<file path="src/rtl/bsr_pkg.sv">
// ----------------------------------------------------------------------------
// bsr_pkg - shared types and constants for the bitmap store with rank
// Operation codes, merge selectors, storage geometry and the queue entry.
// ----------------------------------------------------------------------------
package bsr_pkg;

    localparam int NumWords  = 64;
    localparam int WordBits  = 32;
    localparam int CapBits   = NumWords * WordBits;

    localparam logic [3:0] KIND_TEST    = 4'd0;
    localparam logic [3:0] KIND_SET     = 4'd1;
    localparam logic [3:0] KIND_CLEAR   = 4'd2;
    localparam logic [3:0] KIND_CLR_ALL = 4'd3;
    localparam logic [3:0] KIND_SET_N   = 4'd4;
    localparam logic [3:0] KIND_COUNT   = 4'd5;
    localparam logic [3:0] KIND_HIGHEST = 4'd6;
    localparam logic [3:0] KIND_MERGE   = 4'd7;
    localparam logic [3:0] KIND_COMPARE = 4'd8;

    localparam logic [2:0] MOP_AND    = 3'd0;
    localparam logic [2:0] MOP_OR     = 3'd1;
    localparam logic [2:0] MOP_ANDNOT = 3'd2;
    localparam logic [2:0] MOP_ORMASK = 3'd3;
    localparam logic [2:0] MOP_REPL   = 3'd4;

    // Classified command handed from the front end to the executor.
    typedef enum logic [2:0] {
        CMD_NOP,
        CMD_BIT,
        CMD_FILL,
        CMD_COUNT,
        CMD_HIGHEST,
        CMD_WORD
    } cmd_t;

    typedef struct packed {
        cmd_t        cmd;
        logic [3:0]  kind;
        logic [11:0] limit;     // bit index, fill length or count end (saturated)
        logic [5:0]  word_idx;
        logic [31:0] word_a;
        logic [31:0] word_b;
        logic [2:0]  merge_op;
        logic        oor;
    } bsr_cmd_t;

    typedef struct packed {
        logic        bit_value;
        logic [11:0] set_count;
        logic [11:0] top_index;
        logic        word_changed;
        logic        words_equal;
        logic        out_of_range;
    } bsr_res_t;

    function automatic logic [5:0] pop32(input logic [31:0] v);
        logic [5:0] c;
        c = '0;
        for (int i = 0; i < 32; i++) c = c + 6'(v[i]);
        return c;
    endfunction

    function automatic logic [4:0] msb32(input logic [31:0] v);
        logic [4:0] p;
        p = '0;
        for (int i = 0; i < 32; i++) if (v[i]) p = 5'(i);
        return p;
    endfunction

endpackage

</file>
<file path="src/rtl/bsr_ram.sv">
// ----------------------------------------------------------------------------
// bsr_ram - generic single-port RAM
// One write or one read per cycle, registered read data.
// ----------------------------------------------------------------------------
module bsr_ram #(
    parameter int Width = 32,
    parameter int Depth = 64
) (
    input  logic                     aclk,
    input  logic                     we,
    input  logic [$clog2(Depth)-1:0] addr,
    input  logic [Width-1:0]         wdata,
    output logic [Width-1:0]         rdata
);
    logic [Width-1:0] mem [Depth];

    always_ff @(posedge aclk) begin
        if (we) mem[addr] <= wdata;
        rdata <= mem[addr];
    end
endmodule

</file>
<file path="src/rtl/bsr_front.sv">
// ----------------------------------------------------------------------------
// bsr_front - input classifier
// Decodes kind, checks ranges and pushes a command into a two-entry queue.
// ----------------------------------------------------------------------------
module bsr_front
    import bsr_pkg::*;
(
    input  logic        aclk,
    input  logic        aresetn,
    input  logic        s_valid,
    output logic        s_ready,
    input  logic [3:0]  s_kind,
    input  logic [11:0] s_bit_index,
    input  logic [5:0]  s_word_index,
    input  logic [31:0] s_word_a,
    input  logic [31:0] s_word_b,
    input  logic [2:0]  s_merge_op,
    output logic        q_valid,
    input  logic        q_ready,
    output bsr_cmd_t    q_cmd
);
    bsr_cmd_t q_reg [2];
    logic     rd_ptr_reg, rd_ptr_next, wr_ptr_reg, wr_ptr_next;
    logic [1:0] cnt_reg, cnt_next;
    bsr_cmd_t c;
    logic push, pop;

    localparam logic [12:0] Cap = 13'(CapBits);

    always_comb begin
        c = '0;
        c.kind     = s_kind;
        c.word_idx = s_word_index;
        c.word_a   = s_word_a;
        c.word_b   = s_word_b;
        c.merge_op = s_merge_op;
        c.limit    = s_bit_index;
        unique case (s_kind)
            KIND_TEST, KIND_SET, KIND_CLEAR: begin
                c.oor = {1'b0, s_bit_index} >= Cap;
                c.cmd = c.oor ? CMD_NOP : CMD_BIT;
            end
            KIND_CLR_ALL: begin
                c.cmd   = CMD_FILL;
                c.limit = '0;
            end
            KIND_SET_N, KIND_COUNT: begin
                c.cmd = (s_kind == KIND_SET_N) ? CMD_FILL : CMD_COUNT;
                if ({1'b0, s_bit_index} > Cap) begin
                    c.oor   = 1'b1;
                    c.limit = 12'(CapBits);
                end
            end
            KIND_HIGHEST: c.cmd = CMD_HIGHEST;
            KIND_MERGE, KIND_COMPARE: begin
                c.oor = 32'(s_word_index) >= 32'(NumWords);
                c.cmd = c.oor ? CMD_NOP : CMD_WORD;
            end
            default: c.cmd = CMD_NOP;
        endcase
    end

    assign s_ready = cnt_reg != 2'd2;
    assign q_valid = cnt_reg != 2'd0;
    assign q_cmd   = q_reg[rd_ptr_reg];
    assign push    = s_valid && s_ready;
    assign pop     = q_valid && q_ready;

    always_comb begin
        rd_ptr_next = rd_ptr_reg ^ pop;
        wr_ptr_next = wr_ptr_reg ^ push;
        cnt_next    = cnt_reg + 2'(push) - 2'(pop);
    end

    always_ff @(posedge aclk) begin
        if (!aresetn) begin
            rd_ptr_reg <= 1'b0;
            wr_ptr_reg <= 1'b0;
            cnt_reg    <= 2'd0;
        end else begin
            rd_ptr_reg <= rd_ptr_next;
            wr_ptr_reg <= wr_ptr_next;
            cnt_reg    <= cnt_next;
        end
        if (push) q_reg[wr_ptr_reg] <= c;
    end
endmodule

</file>
<file path="src/rtl/bsr_exec.sv">
// ----------------------------------------------------------------------------
// bsr_exec - command executor
// Sequences the word memory: single reads and writes, fill, count and scan.
// ----------------------------------------------------------------------------
module bsr_exec
    import bsr_pkg::*;
(
    input  logic        aclk,
    input  logic        aresetn,
    input  logic        q_valid,
    output logic        q_ready,
    input  bsr_cmd_t    q_cmd,
    output logic        m_valid,
    input  logic        m_ready,
    output bsr_res_t    m_res
);
    typedef enum logic [2:0] {
        ST_INIT, ST_IDLE, ST_RD, ST_WB, ST_FILL, ST_CNT, ST_HI, ST_OUT
    } state_t;

    state_t      state_reg;
    bsr_cmd_t    cmd_reg;
    logic [5:0]  addr_reg;
    logic [6:0]  left_reg;      // words still to receive from the read pipe
    logic        rdv_reg;       // a read was issued last cycle
    logic [5:0]  rdaddr_reg;
    logic [11:0] acc_reg;
    logic        found_reg;
    bsr_res_t    res_reg;

    logic        we;
    logic [5:0]  addr;
    logic [31:0] wdata, rdata, nw, fillw, cmask;
    logic [11:0] wlo;

    bsr_ram #(.Width(WordBits), .Depth(NumWords)) u_ram (
        .aclk(aclk), .we(we), .addr(addr), .wdata(wdata), .rdata(rdata)
    );

    assign q_ready = state_reg == ST_IDLE;
    assign m_valid = state_reg == ST_OUT;
    assign m_res   = res_reg;

    // fill word for address
    always_comb begin
        wlo = {1'b0, addr_reg, 5'd0};
        if (cmd_reg.limit >= wlo + 12'd32) fillw = '1;
        else if (cmd_reg.limit > wlo) fillw = ~(32'hffffffff << (cmd_reg.limit - wlo));
        else fillw = '0;
    end

    // count mask for the word just read
    always_comb begin
        if ({1'b0, rdaddr_reg} < cmd_reg.limit[11:5]) cmask = '1;
        else if ({1'b0, rdaddr_reg} == cmd_reg.limit[11:5])
            cmask = ~(32'hffffffff << cmd_reg.limit[4:0]);
        else cmask = '0;
    end

    always_comb begin
        unique case (cmd_reg.merge_op)
            MOP_AND:    nw = rdata & cmd_reg.word_a;
            MOP_OR:     nw = rdata | cmd_reg.word_a;
            MOP_ANDNOT: nw = rdata & ~cmd_reg.word_a;
            MOP_ORMASK: nw = rdata | (cmd_reg.word_a & ~cmd_reg.word_b);
            MOP_REPL:   nw = cmd_reg.word_a;
            default:    nw = rdata;
        endcase
    end

    always_comb begin
        we = 1'b0;
        addr = addr_reg;
        wdata = '0;
        unique case (state_reg)
            ST_INIT: we = 1'b1;
            ST_FILL: begin
                we = 1'b1;
                wdata = fillw;
            end
            ST_WB: begin
                we = (cmd_reg.cmd == CMD_WORD) ? (cmd_reg.kind == KIND_MERGE)
                                               : (cmd_reg.kind != KIND_TEST);
                if (cmd_reg.cmd == CMD_WORD) wdata = nw;
                else if (cmd_reg.kind == KIND_SET)
                    wdata = rdata | (32'd1 << cmd_reg.limit[4:0]);
                else wdata = rdata & ~(32'd1 << cmd_reg.limit[4:0]);
            end
            default: ;
        endcase
    end

    always_ff @(posedge aclk) begin
        if (!aresetn) begin
            state_reg <= ST_INIT;
            addr_reg  <= '0;
        end else begin
            unique case (state_reg)
                ST_INIT: begin
                    addr_reg <= addr_reg + 6'd1;
                    if (addr_reg == 6'(NumWords - 1)) state_reg <= ST_IDLE;
                end
                ST_IDLE: if (q_valid) begin
                    cmd_reg   <= q_cmd;
                    // highest search starts at minus one (empty map)
                    res_reg   <= '{bit_value: 1'b0, set_count: 12'd0,
                                   top_index: {12{q_cmd.cmd == CMD_HIGHEST}},
                                   word_changed: 1'b0, words_equal: 1'b0,
                                   out_of_range: q_cmd.oor};
                    acc_reg   <= '0;
                    found_reg <= 1'b0;
                    rdv_reg   <= 1'b0;
                    left_reg  <= 7'(NumWords);
                    unique case (q_cmd.cmd)
                        CMD_BIT: begin
                            addr_reg  <= q_cmd.limit[10:5];
                            state_reg <= ST_RD;
                        end
                        CMD_WORD: begin
                            addr_reg  <= q_cmd.word_idx;
                            state_reg <= ST_RD;
                        end
                        CMD_FILL: begin
                            addr_reg  <= '0;
                            state_reg <= ST_FILL;
                        end
                        CMD_COUNT: begin
                            addr_reg  <= '0;
                            state_reg <= ST_CNT;
                        end
                        CMD_HIGHEST: begin
                            addr_reg  <= 6'(NumWords - 1);
                            state_reg <= ST_HI;
                        end
                        default: state_reg <= ST_OUT;
                    endcase
                end
                ST_RD: state_reg <= ST_WB;
                ST_WB: begin
                    if (cmd_reg.cmd == CMD_BIT)
                        res_reg.bit_value <= (cmd_reg.kind == KIND_TEST) &&
                                             rdata[cmd_reg.limit[4:0]];
                    else if (cmd_reg.kind == KIND_MERGE)
                        res_reg.word_changed <= nw != rdata;
                    else
                        res_reg.words_equal <= rdata == cmd_reg.word_a;
                    state_reg <= ST_OUT;
                end
                ST_FILL: begin
                    addr_reg <= addr_reg + 6'd1;
                    if (addr_reg == 6'(NumWords - 1)) state_reg <= ST_OUT;
                end
                ST_CNT, ST_HI: begin
                    // pipelined scan: issue one read per cycle, fold the last one
                    rdaddr_reg <= addr_reg;
                    rdv_reg    <= left_reg != 7'd0 &&
                                  (rdv_reg || left_reg == 7'(NumWords));
                    if (left_reg == 7'(NumWords) || rdv_reg)
                        addr_reg <= (state_reg == ST_CNT) ? addr_reg + 6'd1
                                                          : addr_reg - 6'd1;
                    if (rdv_reg) begin
                        left_reg <= left_reg - 7'd1;
                        if (state_reg == ST_CNT)
                            acc_reg <= acc_reg + 12'(pop32(rdata & cmask));
                        else if (!found_reg && rdata != '0) begin
                            found_reg <= 1'b1;
                            res_reg.top_index <= {1'b0, rdaddr_reg, msb32(rdata)};
                        end
                        if (left_reg == 7'd1) begin
                            if (state_reg == ST_CNT)
                                res_reg.set_count <= acc_reg + 12'(pop32(rdata & cmask));
                            state_reg <= ST_OUT;
                        end
                    end
                end
                ST_OUT: if (m_ready) state_reg <= ST_IDLE;
                default: state_reg <= ST_IDLE;
            endcase
        end
    end
endmodule

</file>
<file path="src/rtl/bitmap_store_with_rank_unit.sv">
// ----------------------------------------------------------------------------
// bitmap_store_with_rank_unit - 2048-bit bitmap with rank and highest-bit
// ----------------------------------------------------------------------------
// Input channel s_*: one operation per transaction (test/set/clear a bit,
// clear all, set first N, count below, highest bit, merge or compare word).
// Output channel m_*: exactly one result transaction per input, in order.
// A front end classifies items into a two-entry queue, so up to two items
// are taken while the executor is busy or the receiver stalls.
// Steps: the executor takes a command in its idle state; bit, merge and
// compare then read and write back one word; clear all and set first N
// write every word (one word write per cycle); count and highest read
// every word (one word read per cycle from the single-port word memory,
// with registered read data); out-of-range bit, merge and compare items
// and unknown operations go straight to the result. The result is then
// offered and held until taken; only then is the next command taken.
// After reset the executor clears the word memory word by word; items
// are queued meanwhile. A stalled m_ready holds the result and blocks the
// executor only; the queue keeps filling until full.
// ----------------------------------------------------------------------------
module bitmap_store_with_rank_unit
    import bsr_pkg::*;
(
    input  logic        aclk,
    input  logic        aresetn,
    input  logic        s_valid,
    output logic        s_ready,
    input  logic [3:0]  s_kind,
    input  logic [11:0] s_bit_index,
    input  logic [5:0]  s_word_index,
    input  logic [31:0] s_word_a,
    input  logic [31:0] s_word_b,
    input  logic [2:0]  s_merge_op,
    output logic        m_valid,
    input  logic        m_ready,
    output logic        m_bit_value,
    output logic [11:0] m_set_count,
    output logic signed [11:0] m_top_index,
    output logic        m_word_changed,
    output logic        m_words_equal,
    output logic        m_out_of_range
);
    logic     q_valid, q_ready;
    bsr_cmd_t q_cmd;
    bsr_res_t res;

    bsr_front u_front (
        .aclk, .aresetn, .s_valid, .s_ready, .s_kind, .s_bit_index,
        .s_word_index, .s_word_a, .s_word_b, .s_merge_op,
        .q_valid, .q_ready, .q_cmd
    );

    bsr_exec u_exec (
        .aclk, .aresetn, .q_valid, .q_ready, .q_cmd,
        .m_valid, .m_ready, .m_res(res)
    );

    assign m_bit_value    = res.bit_value;
    assign m_set_count    = res.set_count;
    assign m_top_index    = res.top_index;
    assign m_word_changed = res.word_changed;
    assign m_words_equal  = res.words_equal;
    assign m_out_of_range = res.out_of_range;
endmodule

</file>
<file path="config.mk">
export PLATFORM = sky130hd
export DESIGN_NAME = bitmap_store_with_rank_unit
export DESIGN_NICKNAME = d
export VERILOG_FILES = /design/src/rtl/bsr_pkg.sv /design/src/rtl/bsr_ram.sv /design/src/rtl/bsr_front.sv /design/src/rtl/bsr_exec.sv /design/src/rtl/bitmap_store_with_rank_unit.sv
export SDC_FILE = /design/constraint.sdc
export NUM_CORES = 2
export LEC_CHECK = 0
export BUFFER_PORTS_ARGS = -buffer_cell sky130_fd_sc_hd__buf_4
export CAP_MARGIN = 20
export CORE_ASPECT_RATIO = 0.9
export CORE_MARGIN = 5
export CORE_UTILIZATION = 58
export CTS_BUF_LIST = sky130_fd_sc_hd__clkbuf_4
export CTS_CLUSTER_DIAMETER = 40
export DETAILED_ROUTE_END_ITERATION = 10
export MAX_ROUTING_LAYER = met4
export PLACE_DENSITY = 0.77
export SLEW_MARGIN = 15
export SYNTH_ARGS = -nofsm -noshare
export SYNTH_HDL_FRONTEND = slang
export SYNTH_SLANG_ARGS = --single-unit
export TNS_END_PERCENT = 50
</file>
<file path="constraint.sdc">
create_clock -name aclk -period 11.3 [get_ports aclk]
set_input_delay 2.26 -clock aclk [delete_from_list [all_inputs] [get_ports aclk]]
set_output_delay 2.26 -clock aclk [all_outputs]
set_load 0.05 [all_outputs]
</file>
Word-level counts from Yosys, hierarchy flattened

Memories as Yosys holds them, arrays and structs flattened. A register that Yosys moved wholly into a read port is not among the register bits.
Cells that the tools add are included.

Muxes and demuxes: 93
Bitwise logic cells: 15
Shift operators: 3
Add/sub/neg operators: 39
Equal/unequal tests: 50
Reductions and logical operators: 37
Magnitude comparators: 6

Operator list:

| operator               | count |
|---|---|
| $mux 32                | 6 |
| $add 6x1->6            | 30 |
| $and 32x32->32         | 5 |
| $not 32->32            | 5 |
| $pmux 32 s5            | 1 |
| $or 32x32->32          | 3 |
| $mux 12                | 7 |
| $mux 5                 | 16 |
| $pmux 32 s2            | 1 |
| $pmux 12 s2            | 2 |
| $pmux 24 s2            | 1 |
| $eq 32x32->1           | 1 |
| $mux 4                 | 8 |
| $ne 32x32->1           | 1 |
| $reduce_bool 32->1     | 1 |
| $shl 1x5->32 const A   | 1 |
| $shl 32x12->32 const A | 1 |
| $shl 32x5->32 const A  | 1 |
| $mux 3                 | 10 |
| $mux 28                | 1 |
| $eq 3x3->1 const B     | 8 |
| $mux 24                | 1 |
| $pmux 6 s4             | 1 |
| $ne 2x1->1 const B     | 11 |
| other kinds (56)       | 120 |

Input port bits: 93
Memories: 2
Bits in writable memories: 2234
Bits in registers: 154
Logic and storage cells: 267

Memories:

| name             | words | width | read ports | clocked after Yosys merged registers in | write ports | line            | RTL |
|---|---|---|---|---|---|---|---|
| u_exec.u_ram.mem | 64    | 32    | 1          | 1                                       | 1           | bsr_ram.sv:15   | `logic [Width-1:0] mem [Depth];` |
| u_front.q_reg    | 2     | 93    | 1          | 1                                       | 1           | bsr_front.sv:22 | `bsr_cmd_t q_reg [2];` |

Longest topological paths before layout

Depth after elaboration: 41
Depth in mapped cells: 33
Depth with buffers taken out: 32

Hierarchy

A second synthesis with hierarchy kept.

Cell total of the unflattened synthesis: 6097
Area, all modules: 97990.2 um^2

By module, submodules not included:

| module    | instances | cells an instance | area each (um^2) |
|---|---|---|---|
| bsr_ram   | 1         | 4370              | 78615.4 |
| bsr_exec  | 1         | 1381              | 12215.5 |
| bsr_front | 1         | 346               | 7159.4 |

Least setup slack after synthesis

Ideal clock, no wire load.

Path type: input -> register
Start: input aresetn
End: register u_exec.cmd_reg[10] (netlist bit), enable pin
Data arrival time: 10.630 ns
Stages on the path: 2
Setup slack: -0.076 ns
Path through: inv_1 -> nor4_1

Word-level cells in the longest chain between the ends: 1

Ends and longest elaborated chain:

| element                    | line                              | RTL |
|---|---|---|
| start, declared            | bitmap_store_with_rank_unit.sv:24 | `input logic aresetn,` |
| $reduce_and 3->1 (no line) | --                                |  |
| end signal, assigned       | bsr_exec.sv:104                   | `cmd_reg <= q_cmd;` |
| end, declared              | bsr_exec.sv:22                    | `bsr_cmd_t cmd_reg;` |

No other way between the ends.
A chain may end at the register's enable or synchronous reset.

Worst setup path after layout

Start: register u_exec.cmd_reg[76] (netlist bit)
End: register u_exec.acc_reg[10], data pin

Word-level cells in the longest chain between the ends: 40

Ends and longest elaborated chain:

| element                   | line            | RTL |
|---|---|---|
| $shl 32x5->32 *           | bsr_exec.sv:56  | `cmask = ~(32'hffffffff << cmd_reg.limit[4:0]);` |
| $not 32->32 *             | bsr_exec.sv:56  |  |
| $mux 32 *                 | bsr_exec.sv:55  | `else if ({1'b0, rdaddr_reg} == cmd_reg.limit[11:5])` |
| $mux 32 *                 | bsr_exec.sv:54  | `if ({1'b0, rdaddr_reg} < cmd_reg.limit[11:5]) cmask = '1;` |
| $and 32x32->32 *          | bsr_exec.sv:164 | `acc_reg <= acc_reg + 12'(pop32(rdata & cmask));` |
| $add 1x1->2               | bsr_pkg.sv:60   | `for (int i = 0; i < 32; i++) c = c + 6'(v[i]);` |
| $add 6x1->6 (29 in a row) | bsr_pkg.sv:60   |  |
| $add 6x1->6 *             | bsr_pkg.sv:60   |  |
| $add 12x6->12 *           | bsr_exec.sv:164 |  |
| $mux 12 *                 | bsr_exec.sv:163 | `if (state_reg == ST_CNT)` |
| $mux 12 *                 | bsr_exec.sv:161 | `if (rdv_reg) begin` |
| $pmux 12 s2 *             | bsr_exec.sv:98  | `unique case (state_reg)` |
| end signal, assigned      | bsr_exec.sv:164 |  |
| end, declared             | bsr_exec.sv:27  | `logic [11:0] acc_reg;` |

Mark *: on every way between the ends. The rest lies on a longest branch, timed or not. The select of a mux whose other input is x is not followed.

==> out/summary.json <==
{
  "place.port_buffers": 122,
  "async_flop_share_pct": 0,
  "cts-htree-levels": 6,
  "clk_pin_slew_ps": 70,
  "time_the_final_worst_path_needs_with_i_o_delays_and_setup_ps": 8010,
  "root_buffer": "sky130_fd_sc_hd__clkbuf_4",
  "p_per_area_nw_per_um2": 276,
  "crit_top_cell": "sky130_fd_sc_hd__fa_1",
  "core_area_um2": 168000,
  "fin_nets": 6659,
  "critical-path-max-stage-delay_ps": 640,
  "post_synth_num_cell_types": 86,
  "syn_avg_cell_area_um2": 16.4,
  "final-max-slew-violation-count": 0,
  "vias": 63200,
  "finalHoldViolations": 0,
  "synth-warning-count": 0,
  "floorplan.io_pins": 123,
  "placed_cells_incl_taps": 8135,
  "predominant_post_synthesis_flop_cell": "sky130_fd_sc_hd__edfxtp_1",
  "post_layout_nonfiller_instances": 9131,
  "cts_sinks": 2421,
  "worst_slew_pin_tran_ps": 1310,
  "antenna_left": 0,
  "synth_area_um2": 97800,
  "run_status": "finished clean",
  "critical_path_buf_inv_count": 4,
  "synth-edff-count": 2375,
  "worst_slew_margin_rel_pct": 12.7,
  "finalWirelength_um": 320000,
  "final.period_utilization_pct": 70.9,
  "critical_path_peak_fanout": 16,
  "post_cts.resized_instances": 0,
  "floorplan.rows": 143,
  "mostFrequentLayoutCells": "sky130_fd_sc_hd__edfxtp_1 (2375), sky130_fd_sc_hd__clkbuf_4 (835), sky130_fd_sc_hd__buf_4 (336)",
  "layout_area_growth_over_synthesis_pct": 11.9,
  "antenna_found_initial": 23,
  "number_of_failing_setup_endpoints_in_the_final_timing_report": 0,
  "tritoncts": "done",
  "nFillCells": 11432,
  "worstPathRequired_ps": 12310,
  "die-height_um": 400,
  "hold_ws_ps": 523,
  "routedWlPerCell_um": 35.0,
  "critPathTopFamily": "adder cells",
  "syn_inst": 5955,
  "grt_first_pass_wirelength_um": 447000,
  "layout_commonest_cell": "sky130_fd_sc_hd__edfxtp_1",
  "sort_of_element_at_the_end_of_the_critical_path": "flip-flop",
  "start_util_pct": 58.1,
  "setup.worst_path.class": "flip-flop to flip-flop",
  "number_of_nets_produced_by_synthesis": 6117,
  "cts_inserted_buffers": 603,
  "pre_cts_ws_ps": 3350,
  "setup_repair_after_global_routing_missed_its_margin": "false",
  "dr.first_iter.drc_count": 10885,
  "power.ir.vdd_worst_uv": 1120,
  "worst_ep_arrival_time_ps": 9020,
  "die_width_um": 443,
  "gr-usage-all-layers_pct": 36.7,
  "fin_skew_ps": 188,
  "min_path_type": "flip-flop to flip-flop",
  "cts.path.max_buffers": 4,
  "setup_ws_ps": 3290,
  "cp_slowest_cell": "sky130_fd_sc_hd__edfxtp_1",
  "seq_area_frac_synth_pct": 73.8,
  "first_global_vias": 60711,
  "critical_path.startpoint_type": "flip-flop",
  "max_reg_flops": 2048,
  "clock.fmax_ghz": 0.125,
  "fin_setup_tns_ps": 0,
  "overflow": 0,
  "synth-seq-cells": 2421,
  "drc": 0,
  "gp_routability_congestion": 1.02,
  "post_drt_via_cell_ratio": 6.92,
  "cts_setup_buffers": 0,
  "cts_hold_buffers": 0,
  "detailedRoute.firstPassIterationCount": 8,
  "p_leak_nw": 36.4,
  "floorplan.die_area_um2": 177000,
  "layout-drive-gt1-share_pct": 25.3,
  "grt_start_max_net_pins": 106,
  "insertion_delay_ps": 1440,
  "dp.final_hpwl_um": 188000,
  "number_of_maximum_capacitance_violations": 0
}
## tightest hold or removal path, stage by stage, from the launching register on
cell                      delay [ps]
sky130_fd_sc_hd__dfxtp_1         320
sky130_fd_sc_hd__xnor2_1          90
sky130_fd_sc_hd__nor2_1           80
## cell families (layout without fill, tap and decap cells)
group	after synthesis	after routing	synth area share [%]
DFF	2421	2421	73.8
other	0	36	0
adders and majority gates	69	69	1.08
xor gates and xnor gates	50	50	0.448
AOI/OAI and AO/OA	1419	1419	10.2
muxes	582	582	7.76
buffers and inverters	497	1390	2.45
and+or+nand+nor	917	917	4.20
## final timing paths
kind                                                    start                          endpoint  slack [ps]  depth (start not counted)
worst min register to register  u_front.rd_ptr_reg$_SDFF_PN0_     u_front.rd_ptr_reg$_SDFF_PN0_         520                          2
worst max register to register   u_exec.cmd_reg[76]$_DFFE_PP_  u_exec.acc_reg[10]$_SDFFCE_PP0P_        3290                         25
worst min-delay path            u_front.rd_ptr_reg$_SDFF_PN0_     u_front.rd_ptr_reg$_SDFF_PN0_         520                          2
worst max-delay path             u_exec.cmd_reg[76]$_DFFE_PP_  u_exec.acc_reg[10]$_SDFFCE_PP0P_        3290                         25
## stage by stage
step / power [mW] / util [%] / instance area, µm²
finish: 30.2 / 65.0 / 109000
global route: 31.5 / 65.0 / 109000
CTS: 29.8 / 64.9 / 109000
detailed placement: 22.9 / 60.8 / 102000
global placement: 22.7 / 60.7 / 102000
floorplan: 18.7 / - / 97800
## Yosys cell counts (22+ instances only)
| cell | count | share of area (%) |
|---|---|---|
| sky130_fd_sc_hd__nand3_1 | 45 | 0.23 |
| sky130_fd_sc_hd__fa_1 | 26 | 0.53 |
| sky130_fd_sc_hd__buf_2 | 111 | 0.57 |
| sky130_fd_sc_hd__ha_1 | 43 | 0.55 |
| sky130_fd_sc_hd__a21oi_1 | 300 | 1.5 |
| sky130_fd_sc_hd__nor3_1 | 43 | 0.22 |
| sky130_fd_sc_hd__mux4_2 | 118 | 2.7 |
| sky130_fd_sc_hd__nor2b_1 | 43 | 0.27 |
| sky130_fd_sc_hd__xnor2_1 | 29 | 0.26 |
| sky130_fd_sc_hd__nor2_1 | 382 | 1.5 |
| sky130_fd_sc_hd__nand2_1 | 255 | 0.98 |
| sky130_fd_sc_hd__clkbuf_1 | 178 | 0.68 |
| sky130_fd_sc_hd__edfxtp_1 | 2375 | 73 |
| sky130_fd_sc_hd__dfxtp_1 | 46 | 0.94 |
| sky130_fd_sc_hd__a22oi_1 | 134 | 1.0 |
| sky130_fd_sc_hd__o221ai_1 | 42 | 0.38 |
| sky130_fd_sc_hd__a221oi_1 | 324 | 2.9 |
| sky130_fd_sc_hd__o22ai_1 | 103 | 0.66 |
| sky130_fd_sc_hd__buf_6 | 28 | 0.32 |
| sky130_fd_sc_hd__buf_1 | 44 | 0.17 |
| sky130_fd_sc_hd__a22o_1 | 50 | 0.45 |
| sky130_fd_sc_hd__inv_1 | 85 | 0.33 |
| sky130_fd_sc_hd__buf_4 | 49 | 0.38 |
| sky130_fd_sc_hd__o21ai_0 | 237 | 1.2 |
| sky130_fd_sc_hd__a211oi_1 | 23 | 0.18 |
| sky130_fd_sc_hd__nor4_1 | 22 | 0.14 |
| sky130_fd_sc_hd__mux2_2 | 223 | 2.6 |
| sky130_fd_sc_hd__mux2i_1 | 238 | 2.4 |
## power breakdown
group	switching, mW	internal [mW]	total [mW]
Sequential	0.405	10.7	11.1
Clock	3.38	3.58	6.96
Combinational	7.97	4.12	12.1
## layer usage
metal,part of all wire (%),vias to the layer above,global-route usage (%)
li1,-,25398,-
met1,35,31115,47.6
met2,43,5643,50.3
met3,15,1044,13.1
met4,6.7,0,21.2
met5,0,-,-
## final cells by class
class	count	area, µm²	share of cell area [%]
Multi-Input combinational cell	3037	24300	22.2
Clock inverter	122	724	0.662
Clock buffer	834	6260	5.72
Timing Repair Buffer	347	2700	2.47
Antenna cell	36	90.1	0.0823
Inverter	87	337	0.307
Tap cell	2247	2810	2.57
Sequential cell	2421	72300	66.0
No activity file was read; power rests on OpenSTA's default activity.
